## src/rtl/video_raster_timing_sync_status_defines.svh

```systemverilog
// Assertion macros shared by the raster timing block.
`ifndef VIDEO_RASTER_TIMING_SYNC_STATUS_DEFINES_SVH
`define VIDEO_RASTER_TIMING_SYNC_STATUS_DEFINES_SVH

// Same-cycle implication, checked on every rising edge outside reset.
`define VRTS_ASSERT_IMP(lbl, clk, rstn, ante, cons) \
    lbl: assert property (@(posedge clk) disable iff (!(rstn)) (ante) |-> (cons)) \
        else $error("vrts: same-cycle check failed");

// Next-cycle implication, checked on every rising edge outside reset.
`define VRTS_ASSERT_NXT(lbl, clk, rstn, ante, cons) \
    lbl: assert property (@(posedge clk) disable iff (!(rstn)) (ante) |=> (cons)) \
        else $error("vrts: next-cycle check failed");

`endif

```

## src/rtl/vrts_pkg.sv

```systemverilog
package vrts_pkg;

    localparam int LINE_BITS = 10;
    localparam int TIME_BITS = 16;
    // time left in a line plus one advance needs one extra bit
    localparam int REM_BITS  = TIME_BITS + 1;

    localparam int ADV_W     = 16;
    localparam int IN_TDATA_W  = 16;
    localparam int OUT_TDATA_W = 48;
    localparam int SCAN_W    = 10;
    localparam int FRAME_W   = 32;
    localparam int APB_ADDR_W = 5;
    localparam int APB_DATA_W = 32;

    // register indexes (byte address = 4 * index)
    localparam logic [2:0] REG_FRAME_LINES  = 3'd0;
    localparam logic [2:0] REG_LINE_TIME    = 3'd1;
    localparam logic [2:0] REG_INTERLACE_ON = 3'd2;
    localparam logic [2:0] REG_VSYNC_LINES  = 3'd3;
    localparam logic [2:0] REG_HSYNC_WIDTH  = 3'd4;
    localparam logic [2:0] REG_FRONT_PORCH  = 3'd5;
    localparam logic [2:0] REG_BACK_PORCH   = 3'd6;
    localparam logic [2:0] REG_RETRACE_END  = 3'd7;

    localparam logic [10:0] RST_FRAME_LINES = 11'd625;
    localparam logic [15:0] RST_LINE_TIME   = 16'd32000;
    localparam logic        RST_INTERLACE   = 1'b0;
    localparam logic [3:0]  RST_VSYNC_LINES = 4'd5;
    localparam logic [15:0] RST_HSYNC_WIDTH = 16'd4740;
    localparam logic [15:0] RST_FRONT_PORCH = 16'd0;
    localparam logic [15:0] RST_BACK_PORCH  = 16'd4000;
    localparam logic [9:0]  RST_RETRACE_END = 10'd42;

    typedef struct packed {
        logic [10:0] frame_lines;
        logic [15:0] line_time;
        logic        interlace_on;
        logic [3:0]  vsync_line_count;
        logic [15:0] hsync_width;
        logic [15:0] front_porch;
        logic [15:0] back_porch;
        logic [9:0]  retrace_end;
    } cfg_t;

    typedef struct packed {
        logic load;
        logic step;
        logic capture;
    } cmd_t;

    typedef struct packed {
        logic need_step;
    } sts_t;

endpackage

```

## src/rtl/vrts_regs.sv

```systemverilog
module vrts_regs
    import vrts_pkg::*;
(
    input  logic                  aclk,
    input  logic                  aresetn,
    input  logic                  psel,
    input  logic                  penable,
    input  logic                  pwrite,
    input  logic [APB_ADDR_W-1:0] paddr,
    input  logic [APB_DATA_W-1:0] pwdata,
    output logic [APB_DATA_W-1:0] prdata,
    output logic                  pready,
    output cfg_t                  cfg
);

    cfg_t       cfg_reg;
    cfg_t       cfg_next;
    logic [2:0] reg_index;
    logic       wr_en;

    assign pready    = 1'b1;
    assign reg_index = paddr[4:2];
    assign wr_en     = psel && penable && pwrite && pready;
    assign cfg       = cfg_reg;

    always_comb begin
        cfg_next = cfg_reg;
        if (wr_en) begin
            case (reg_index)
                REG_FRAME_LINES:  cfg_next.frame_lines      = pwdata[10:0];
                REG_LINE_TIME:    cfg_next.line_time        = pwdata[15:0];
                REG_INTERLACE_ON: cfg_next.interlace_on     = pwdata[0];
                REG_VSYNC_LINES:  cfg_next.vsync_line_count = pwdata[3:0];
                REG_HSYNC_WIDTH:  cfg_next.hsync_width      = pwdata[15:0];
                REG_FRONT_PORCH:  cfg_next.front_porch      = pwdata[15:0];
                REG_BACK_PORCH:   cfg_next.back_porch       = pwdata[15:0];
                REG_RETRACE_END:  cfg_next.retrace_end      = pwdata[9:0];
                default:          cfg_next = cfg_reg;
            endcase
        end
    end

    always_ff @(posedge aclk) begin
        if (!aresetn) begin
            cfg_reg.frame_lines      <= RST_FRAME_LINES;
            cfg_reg.line_time        <= RST_LINE_TIME;
            cfg_reg.interlace_on     <= RST_INTERLACE;
            cfg_reg.vsync_line_count <= RST_VSYNC_LINES;
            cfg_reg.hsync_width      <= RST_HSYNC_WIDTH;
            cfg_reg.front_porch      <= RST_FRONT_PORCH;
            cfg_reg.back_porch       <= RST_BACK_PORCH;
            cfg_reg.retrace_end      <= RST_RETRACE_END;
        end else begin
            cfg_reg <= cfg_next;
        end
    end

    always_comb begin
        case (reg_index)
            REG_FRAME_LINES:  prdata = 32'(cfg_reg.frame_lines);
            REG_LINE_TIME:    prdata = 32'(cfg_reg.line_time);
            REG_INTERLACE_ON: prdata = 32'(cfg_reg.interlace_on);
            REG_VSYNC_LINES:  prdata = 32'(cfg_reg.vsync_line_count);
            REG_HSYNC_WIDTH:  prdata = 32'(cfg_reg.hsync_width);
            REG_FRONT_PORCH:  prdata = 32'(cfg_reg.front_porch);
            REG_BACK_PORCH:   prdata = 32'(cfg_reg.back_porch);
            REG_RETRACE_END:  prdata = 32'(cfg_reg.retrace_end);
            default:          prdata = '0;
        endcase
    end

endmodule

```

## src/rtl/vrts_datapath.sv

```systemverilog
module vrts_datapath
    import vrts_pkg::*;
(
    input  logic                   aclk,
    input  logic                   aresetn,
    input  cfg_t                   cfg,
    input  cmd_t                   cmd,
    input  logic [ADV_W-1:0]       advance_ns,
    output sts_t                   sts,
    output logic [OUT_TDATA_W-1:0] out_data
);

    logic [LINE_BITS-1:0] line_reg, line_next;
    logic [REM_BITS-1:0]  time_reg, time_next;
    logic                 field_reg, field_next;
    logic [FRAME_W-1:0]   frame_reg, frame_next;
    logic                 started_reg, started_next;
    logic [OUT_TDATA_W-1:0] out_data_reg;

    logic                 timing_on;
    logic [REM_BITS-1:0]  line_time_x;
    logic [LINE_BITS-1:0] line_inc;
    logic                 wrap;
    logic [LINE_BITS-1:0] line_stepped;
    logic                 hit_retrace;

    logic                 parity_match;
    logic                 past_vsync;
    logic [TIME_BITS-1:0] active_limit;
    logic                 hs_off, vs_off, active;

    assign timing_on   = cfg.line_time != '0;
    assign line_time_x = REM_BITS'(cfg.line_time);
    assign sts.need_step = timing_on && (time_reg >= line_time_x);

    assign line_inc     = line_reg + LINE_BITS'(1);
    assign wrap         = (line_inc == '0) || (32'(line_inc) >= 32'(cfg.frame_lines));
    assign line_stepped = wrap ? '0 : line_inc;
    assign hit_retrace  = 32'(line_stepped) == 32'(cfg.retrace_end);

    always_comb begin
        line_next    = line_reg;
        time_next    = time_reg;
        field_next   = field_reg;
        frame_next   = frame_reg;
        started_next = started_reg;
        if (cmd.load) begin
            started_next = 1'b0;
            // frozen timing ignores the advance
            if (timing_on) begin
                time_next = time_reg + REM_BITS'(advance_ns);
            end
        end else if (cmd.step) begin
            time_next = time_reg - line_time_x;
            line_next = line_stepped;
            if (wrap && cfg.interlace_on) begin
                field_next = ~field_reg;
            end
            if (hit_retrace) begin
                frame_next   = frame_reg + FRAME_W'(1);
                started_next = 1'b1;
            end
        end
    end

    always_ff @(posedge aclk) begin
        if (!aresetn) begin
            line_reg    <= '0;
            time_reg    <= '0;
            field_reg   <= 1'b0;
            frame_reg   <= '0;
            started_reg <= 1'b0;
        end else begin
            line_reg    <= line_next;
            time_reg    <= time_next;
            field_reg   <= field_next;
            frame_reg   <= frame_next;
            started_reg <= started_next;
        end
    end

    // sync decode from the settled state
    assign parity_match = line_reg[0] == field_reg;
    assign past_vsync   = 32'(line_reg) >= 32'(cfg.vsync_line_count);
    assign active_limit = (cfg.line_time > cfg.back_porch) ?
                          (cfg.line_time - cfg.back_porch) : '0;

    always_comb begin
        if (parity_match) begin
            hs_off = time_reg > REM_BITS'(cfg.hsync_width);
            active = past_vsync && (time_reg > REM_BITS'(cfg.front_porch));
        end else begin
            hs_off = 1'b1;
            active = past_vsync && (time_reg < REM_BITS'(active_limit));
        end
        vs_off = past_vsync;
    end

    always_ff @(posedge aclk) begin
        if (cmd.capture) begin
            out_data_reg <= {1'b0, frame_reg, started_reg, vs_off, hs_off, active,
                             field_reg, SCAN_W'(line_reg)};
        end
    end

    assign out_data = out_data_reg;

endmodule

```

## src/rtl/vrts_ctrl.sv

```systemverilog
`include "video_raster_timing_sync_status_defines.svh"

module vrts_ctrl
    import vrts_pkg::*;
(
    input  logic aclk,
    input  logic aresetn,
    input  logic s_tvalid,
    output logic s_tready,
    output logic m_tvalid,
    input  logic m_tready,
    input  sts_t sts,
    output cmd_t cmd
);

    typedef enum logic [1:0] {
        S_IDLE = 2'b01,
        S_RUN  = 2'b10
    } state_t;

    state_t state_reg, state_next;
    logic   m_tvalid_reg, m_tvalid_next;
    logic   out_free;

    assign s_tready = state_reg == S_IDLE;
    assign m_tvalid = m_tvalid_reg;
    assign out_free = !m_tvalid_reg || m_tready;

    always_comb begin
        state_next  = state_reg;
        cmd.load    = 1'b0;
        cmd.step    = 1'b0;
        cmd.capture = 1'b0;
        case (state_reg)
            S_IDLE: begin
                if (s_tvalid) begin
                    cmd.load   = 1'b1;
                    state_next = S_RUN;
                end
            end
            S_RUN: begin
                // take whole lines off first, then hand over once the output is free
                if (sts.need_step) begin
                    cmd.step = 1'b1;
                end else if (out_free) begin
                    cmd.capture = 1'b1;
                    state_next  = S_IDLE;
                end
            end
            default: state_next = S_IDLE;
        endcase
    end

    always_comb begin
        m_tvalid_next = m_tvalid_reg;
        if (cmd.capture) begin
            m_tvalid_next = 1'b1;
        end else if (m_tready) begin
            m_tvalid_next = 1'b0;
        end
    end

    always_ff @(posedge aclk) begin
        if (!aresetn) begin
            state_reg    <= S_IDLE;
            m_tvalid_reg <= 1'b0;
        end else begin
            state_reg    <= state_next;
            m_tvalid_reg <= m_tvalid_next;
        end
    end

    `VRTS_ASSERT_IMP(a_capture_free, aclk, aresetn, cmd.capture, !m_tvalid_reg || m_tready)
    `VRTS_ASSERT_NXT(a_accept_runs, aclk, aresetn, s_tvalid && s_tready, state_reg == S_RUN)
    `VRTS_ASSERT_IMP(a_capture_settled, aclk, aresetn, cmd.capture, !sts.need_step)
    `VRTS_ASSERT_NXT(a_capture_shows, aclk, aresetn, cmd.capture, m_tvalid && s_tready)

endmodule

```

## src/rtl/video_raster_timing_sync_status.sv

```systemverilog
// Raster timing and sync status.
// s_ channel: each transaction carries advance_ns, the nanoseconds elapsed
// since the previous one; zero only reads the status.
// m_ channel: one transaction per input with line, field, sync and frame status.
// APB port: eight configuration registers at byte addresses 0x00..0x1C; write
// only while no transaction is in flight.
// An accepted advance holds off the next one until its result is captured:
// the line counter steps once a cycle, one line per step, through a single
// subtract-and-compare, then the output register takes the result and raises
// m_tvalid; the capture waits while the output register is still full.
// A zero line time or a short advance needs no line step.
// Reset (aresetn low, synchronous) clears the line, time, field and frame
// counters and loads the register defaults.
// While the receiver stalls, the result holds in the output register and the
// next advance is still accepted and stepped; its result waits until the
// output register is free.
module video_raster_timing_sync_status
    import vrts_pkg::*;
(
    input  logic                   aclk,
    input  logic                   aresetn,
    input  logic                   s_tvalid,
    output logic                   s_tready,
    // [15:0] advance_ns
    input  logic [IN_TDATA_W-1:0]  s_tdata,
    output logic                   m_tvalid,
    input  logic                   m_tready,
    // [9:0] scan_line, [10] odd_field, [11] display_active, [12] hsync_off,
    // [13] vsync_off, [14] frame_started, [46:15] frames_seen, [47] zero
    output logic [OUT_TDATA_W-1:0] m_tdata,
    input  logic                   psel,
    input  logic                   penable,
    input  logic                   pwrite,
    input  logic [APB_ADDR_W-1:0]  paddr,
    input  logic [APB_DATA_W-1:0]  pwdata,
    output logic [APB_DATA_W-1:0]  prdata,
    output logic                   pready
);

    cfg_t cfg;
    cmd_t cmd;
    sts_t sts;

    vrts_regs u_regs (
        .aclk    (aclk),
        .aresetn (aresetn),
        .psel    (psel),
        .penable (penable),
        .pwrite  (pwrite),
        .paddr   (paddr),
        .pwdata  (pwdata),
        .prdata  (prdata),
        .pready  (pready),
        .cfg     (cfg)
    );

    vrts_ctrl u_ctrl (
        .aclk     (aclk),
        .aresetn  (aresetn),
        .s_tvalid (s_tvalid),
        .s_tready (s_tready),
        .m_tvalid (m_tvalid),
        .m_tready (m_tready),
        .sts      (sts),
        .cmd      (cmd)
    );

    vrts_datapath u_datapath (
        .aclk       (aclk),
        .aresetn    (aresetn),
        .cfg        (cfg),
        .cmd        (cmd),
        .advance_ns (s_tdata[ADV_W-1:0]),
        .sts        (sts),
        .out_data   (m_tdata)
    );

endmodule

```

## config.mk

```make
export PLATFORM = sky130hd
export DESIGN_NAME = video_raster_timing_sync_status
export DESIGN_NICKNAME = d
export VERILOG_FILES = /design/src/rtl/vrts_pkg.sv /design/src/rtl/vrts_regs.sv /design/src/rtl/vrts_datapath.sv /design/src/rtl/vrts_ctrl.sv /design/src/rtl/video_raster_timing_sync_status.sv
export VERILOG_INCLUDE_DIRS = /design/src /design/src/rtl
export SDC_FILE = /design/constraint.sdc
export NUM_CORES = 1
export LEC_CHECK = 0
export BUFFER_PORTS_ARGS = -buffer_cell sky130_fd_sc_hd__buf_2
export CAP_MARGIN = 20
export CORE_ASPECT_RATIO = 0.7
export CORE_MARGIN = 5
export CORE_UTILIZATION = 60
export DETAILED_ROUTE_END_ITERATION = 6
export PLACE_DENSITY = 0.91
export SETUP_SLACK_MARGIN = 0.02
export SLEW_MARGIN = 40
export SYNTH_ARGS = -nofsm -noshare
export SYNTH_HDL_FRONTEND = slang
export SYNTH_SLANG_ARGS = --single-unit
```

## constraint.sdc

```tcl
create_clock -name aclk -period 18.34 [get_ports aclk]
set_input_delay 0.917 -clock aclk [delete_from_list [all_inputs] [get_ports aclk]]
set_output_delay 0.917 -clock aclk [all_outputs]
set_load 0.05 [all_outputs]
```

=== Yosys cells after proc, flatten, opt, wreduce, memory -nomap -nowiden ===
Cells that the tools add are included.

* $add $sub $neg: 5
* Magnitude comparators: 7
* Equality and inequality tests: 15
* Multiplexer cells: 19
* Bitwise logic cells: 3
* Reductions and logical operators: 29

{| class="wikitable"
|+ Operators with widths
! kind !! count
|-
| $pmux 32 s8 || 1
|-
| $mux 17 || 3
|-
| $gt 17x16->1 || 2
|-
| $add 32x1->32 const B || 1
|-
| $reduce_and 2->1 || 11
|-
| $add 17x16->17 || 1
|-
| $ge 17x16->1 || 1
|-
| $lt 17x16->1 || 1
|-
| $sub 17x16->17 || 1
|-
| $gt 16x16->1 || 1
|-
| $mux 16 || 1
|-
| $reduce_bool 16->1 || 1
|-
| $sub 16x16->16 || 1
|-
| $eq 3x3->1 const B || 4
|-
| $ge 10x11->1 || 1
|-
| $add 10x1->10 const B || 1
|-
| $eq 10x10->1 || 1
|-
| $ge 10x4->1 || 1
|-
| $logic_not 10->1 || 1
|-
| $mux 10 || 1
|-
| $reduce_and 3->1 || 3
|-
| $mux 1 || 8
|-
| $mux 2 || 4
|-
| $eq 3x2->1 const B || 2
|-
| other kinds (14) || 25
|}

* Bits in registers: 201
* Input port bits: 60
* Output and inout port bits: 83
* Word-level logic and storage cells: 95

=== Longest topological paths before layout ===
* Word-level depth: 7
* Gate-level depth with buffers: 22
* Gate-level depth less buffers: 22

=== Cells and area by module ===
From an unflattened synthesis, not the netlist that was laid out.

* Cells, all modules: 1532
* Area, all modules: 13023.7 um^2

{| class="wikitable"
|+ Modules (own cells, without submodules)
! module !! times used !! cells each !! area an instance (um^2) !! sequential area each (um^2)
|-
| vrts_datapath || 1 || 1040 || 8800.9 || 2632.5
|-
| vrts_regs || 1 || 476 || 4078.9 || 1801.7
|-
| vrts_ctrl || 1 || 16 || 143.9 || 60.1
|}

=== Worst setup path before layout ===
OpenSTA, ideal clock, no wires.

* Path kind: register -> register
* Start point: register u_regs.cfg_reg (netlist bit u_regs.cfg[64])
* End point: register u_datapath.out_data_reg[0] (netlist: u_datapath.out_data[0]), enable pin
* Setup time: 0.512 ns
* Data arrival time: 5.556 ns
* Data required time: 17.828 ns
* Path slack: 12.272 ns
* Cell stages (with the launch flop): 10
* Path buffers: 0
* Period minus slack after synthesis: 6.068 ns
* Cells stage by stage: dfxtp_1 -> inv_1 -> ha_1 -> nor2b_1 -> o31ai_2 -> a2111oi_4 -> or3b_1 -> and2_1 -> o31a_1 -> nor3_1

* Cells in the longest elaborated chain, start to end: 4
* Elaborated cells between the ends (all ways): 5
* Classes of those cells: order compare: 1; mux: 2; reduce/logical: 2

{| class="wikitable"
|+ Ends and longest elaborated chain
! what !! line !! source
|-
| start, declared || vrts_regs.sv:16 || <nowiki>cfg_t cfg_reg;</nowiki>
|-
| start signal, assigned || vrts_regs.sv:54 || <nowiki>cfg_reg <= cfg_next;</nowiki>
|-
| $ge 17x16->1 or $reduce_bool 16->1 (tied branches) || vrts_datapath.sv:34, vrts_datapath.sv:32 ||
|-
| $logic_and 1x1->1 * || vrts_datapath.sv:34 || <nowiki>assign sts.need_step = timing_on && (time_reg >= line_time_x);</nowiki>
|-
| $mux 1 * || vrts_ctrl.sv:43 || <nowiki>if (sts.need_step) begin</nowiki>
|-
| $mux 2 * || vrts_ctrl.sv:34 || <nowiki>case (state_reg)</nowiki>
|-
| end signal, assigned || vrts_datapath.sv:101 || <nowiki>out_data_reg <= {1'b0, frame_reg, started_reg, vs_off, hs_off, active,</nowiki>
|-
| end, declared || vrts_datapath.sv:18 || <nowiki>logic [OUT_TDATA_W-1:0] out_data_reg;</nowiki>
|}

Every way passes the cells marked *; elsewhere a longest branch is shown, timed or not.
A chain may end at the register's enable or synchronous reset.

=== Final worst setup path ===
* Start point: register u_regs.cfg_reg (netlist bit u_regs.cfg[10])
* End point: register u_datapath.out_data_reg[11] (netlist: u_datapath.out_data[11]) (data pin)

* Cells in the longest elaborated chain, start to end: 5
* Elaborated cells between the ends (all ways): 6
* Classes of those cells: add/sub: 1; order compare: 2; mux: 2; reduce/logical: 1

{| class="wikitable"
|+ Ends and longest elaborated chain
! what !! line !! source
|-
| $sub 16x16->16 or $gt 16x16->1 (tied branches) || vrts_datapath.sv:86, vrts_datapath.sv:85 ||
|-
| $mux 16 * || vrts_datapath.sv:85 || <nowiki>assign active_limit = (cfg.line_time > cfg.back_porch) ?</nowiki>
|-
| $lt 17x16->1 * || vrts_datapath.sv:94 || <nowiki>active = past_vsync && (time_reg < REM_BITS'(active_limit));</nowiki>
|-
| $logic_and 1x1->1 * || vrts_datapath.sv:94 ||
|-
| $mux 1 * || vrts_datapath.sv:89 || <nowiki>if (parity_match) begin</nowiki>
|-
| named net u_datapath.active || vrts_datapath.sv:30 || <nowiki>logic hs_off, vs_off, active;</nowiki>
|}

The timed path passes the listed nets; every way through them passes the cells marked *.

==> run metrics <==
Cell Rows=45; Synth Area in Compound Gates=19.9%; Detailed Place HPWL=27000 um; leading area contributor after synthesis=dfxtp_1; setup bufs post-CTS=0; synth cell count leaders=253 x nand2_1, 154 x dfxtp_1, 111 x ha_1; synth top area cells=dfxtp_1 24%, edfxtp_1 11%, ha_1 11%; Simple-Gate Fraction of Synth Area=20.9%; io pins=143; core region area=0.0215 mm2; Routed Antenna Nets=0; Clk Latency, worst-skew pair=roughly 510 ps; post-layout min period=5100 ps; outcome=completed; worst path arrival time=5480 ps; Clock Skew=26.5 ps; Max-Cap Viols=0; Die Area=0.0247 mm2; total track usage=28.5%; worst hold slack=451 ps; fin crit share=between 20 and 30%; Synth Warn #=0; CP Buf/Inv Count=0; Worst Tran Pin Value=roughly 870 ps; initial core utilization=about 60%; crit path max fanout=15; delay-heaviest family, CP=compound AO/OA/AOI/OAI gates; H-tree depth=1; final setup TNS=0 ps; asr flop ratio synth=0%; post-synthesis sequential area ratio=between 30% and 40%; Nets=1763; Synth top area share=23.8%; CTS clock-pin slew for the worst setup and hold paths=~70 ps; Slew HR=41.6%; syn avg cell area=around 8.5 um2; Vert. Die Dim=133 um; Post-CTS Resized=0; Leak=0.00585 uW; cts hold-fix bufs=0; max reg flops=90; first drt pass iteration count=6; largest family of logic cells by synthesized area=simple AND/OR/NAND/NOR gates; WP data required=18720 ps; number of enable flip-flop cells after synthesis=47; TritonCTS Sinks=201; crit end category=flop; Adder-Cell Fraction of Synth Area=11.2%; VDD IR-drop max=0.0000598 V; Pwr Density=76.0 mW/mm2; Crit Path Class=flop to flop; register bit total from synthesis=roughly 200; Cells after Synth=between 1500 and 2000; count of final setup violators=0; clk root buf=clkbuf_16; Num CTS Buffers=20; placed cell area=approximately 0.014 mm2; most common cell in the netlist=nand2_1; average wire per standard cell=19.4 um; type of origin of the critical path=flop; Die X=roughly 190 um; Area growth syn-to-layout=9.97%; worst hold path type=flop to flop; n_diodes=0; Max stage delay on crit path=a little under 900 ps; Fin. Hold Viols=0; FMAX=196 MHz; Post-Route WL=about 37000 um; largest net degree at the start of global routing=64; RSZ-0062 raised after global routing=no; Slew Limit Fails=0; Distinct cells, synth=85; gr ovfl total=0; final core utilization=66.4%; design area=0.0142 mm2; share of layout cells above drive strength 1=11.7%; Synth Flop Type=dfxtp_1; first-pass GRT wire length=58100 um; DR vias=11900; # DRC=0; vias per cell=roughly 6.3; xor/xnor cell area share of the yosys netlist=3.48%; DR iter-0 viols=1482; CTS tree=built; crit-path cells=ha_1 > fa_1 > nor2b_1 > o21ai_1 > a21oi_1 > o311ai_1 > a21oi_1 > a2111oi_1 > nor2_2 > nand2_1 > ha_1 > a21o_1 > a21o_1 > a21oi_1 > o21ai_0 > nand3_1 > nand2_1 > nor3_1 > nand3_1 > nand3_1; initial antenna violation count=1; Worst path slowest cell=a2111oi_1; Fillers=approximately 1700; I/O Buffers=106; routability cong.=roughly 0.96; number of global-route vias before repair=11100; post-synthesis mux area share=3.32%; synthesized area=0.0129 mm2; Longest Clk Path Bufs=3
## power by group
group | internal (uW) | switching, uW | total [uW]
Sequential | 459 | 13.1 | 472
Combinational | 74.3 | 122 | 197
Clock | 239 | 175 | 414
Total | 773 | 310 | 1080
## cells in the final DEF, fill, tap and decap left out, types with 7 or more instances in the layout
master     Yosys  layout
mux4_2         7       7
nand4_1       25      25
a21boi_1       8       8
o211a_1        7       7
buf_2          6     105
and2_1        22      22
nor2b_1       34      34
nand3_1       38      37
o211ai_1      31      31
nand2b_1      23      23
a22o_1         9       9
xor2_1         9       9
nor2_1        62      57
buf_4         20       9
or2_2          7       7
nor4_1        12      12
mux2i_1       25      25
a21boi_0      69      69
o21ai_0       71      71
edfxtp_1      47      47
a31oi_1       11      11
and3_1        12      12
a21o_1        20      20
ha_1         111     111
nand2_1      253     252
inv_1        109     109
o41ai_1        7       7
conb_1         2      18
clkbuf_16      0      20
xnor2_1       38      38
a21oi_1       62      62
o21a_1        11      11
a211oi_1      11      11
nor3_1        21      20
or3_1         17      17
dfxtp_1      154     154
o311ai_0       8       8
## per-stage QoR
| step | total power (uW) | instances | setup WS (ps) |
|---|---|---|---|
| after floorplan | 625 | 1537 | 12270 |
| after global placement | 662 | 1847 | 13380 |
| after detailed placement | 669 | 1848 | 13600 |
| after CTS | 1080 | 1883 | 13550 |
| after global routing | 1120 | 1884 | 13000 |
| final | 1080 | 1884 | 13240 |
## cell type report
type                       instances  area (um2)  share of cell area, %
sequential                       201        4490                   31.6
timing repair buffer             116         624                   4.38
clock inverter                     7         101                  0.712
tap                              282         353                   2.48
multi-input combinational       1141        7710                   54.1
clock buffer                      28         551                   3.87
inverter                         109         409                   2.87
## metal layers
layer / part of all wire, % / up-vias / routed length, um / track usage, %
met5: 0 / - / 0 / 0
met4: 2.1 / 0 / 782 / 7.08
met3: 12 / 76 / 4260 / 6.84
met2: 43 / 674 / 15800 / 42.3
met1: 43 / 5642 / 15700 / 42.0
li1: - / 5504 / - / -
## logic make-up (layout without fill, tap and decap cells)
| family | Yosys count | in the layout |
|---|---|---|
| AO/OA/AOI/OAI | 373 | 373 |
| XOR/XNOR | 49 | 49 |
| adder cells (fa/ha/maj) | 114 | 114 |
| buffers and inverters | 195 | 260 |
| flip-flops | 201 | 201 |
| multiplexers | 34 | 34 |
| other | 2 | 18 |
| AND/OR/NAND/NOR | 553 | 553 |
## worst paths after layout
kind	slack [ps]	endpoint	startpoint	cells past startpoint
worst max-delay path	13240	u_datapath.out_data[11]$_DFFE_PP_	u_regs.cfg[10]$_SDFFE_PN0P_	20
worst min-delay path	450	u_datapath.out_data[14]$_DFFE_PP_	u_datapath.started_reg$_SDFFE_PP0P_	0
worst max register to register	13240	u_datapath.out_data[11]$_DFFE_PP_	u_regs.cfg[10]$_SDFFE_PN0P_	20
worst min register to register	450	u_datapath.out_data[14]$_DFFE_PP_	u_datapath.started_reg$_SDFFE_PP0P_	0
(Power assumes the default switching activity.)
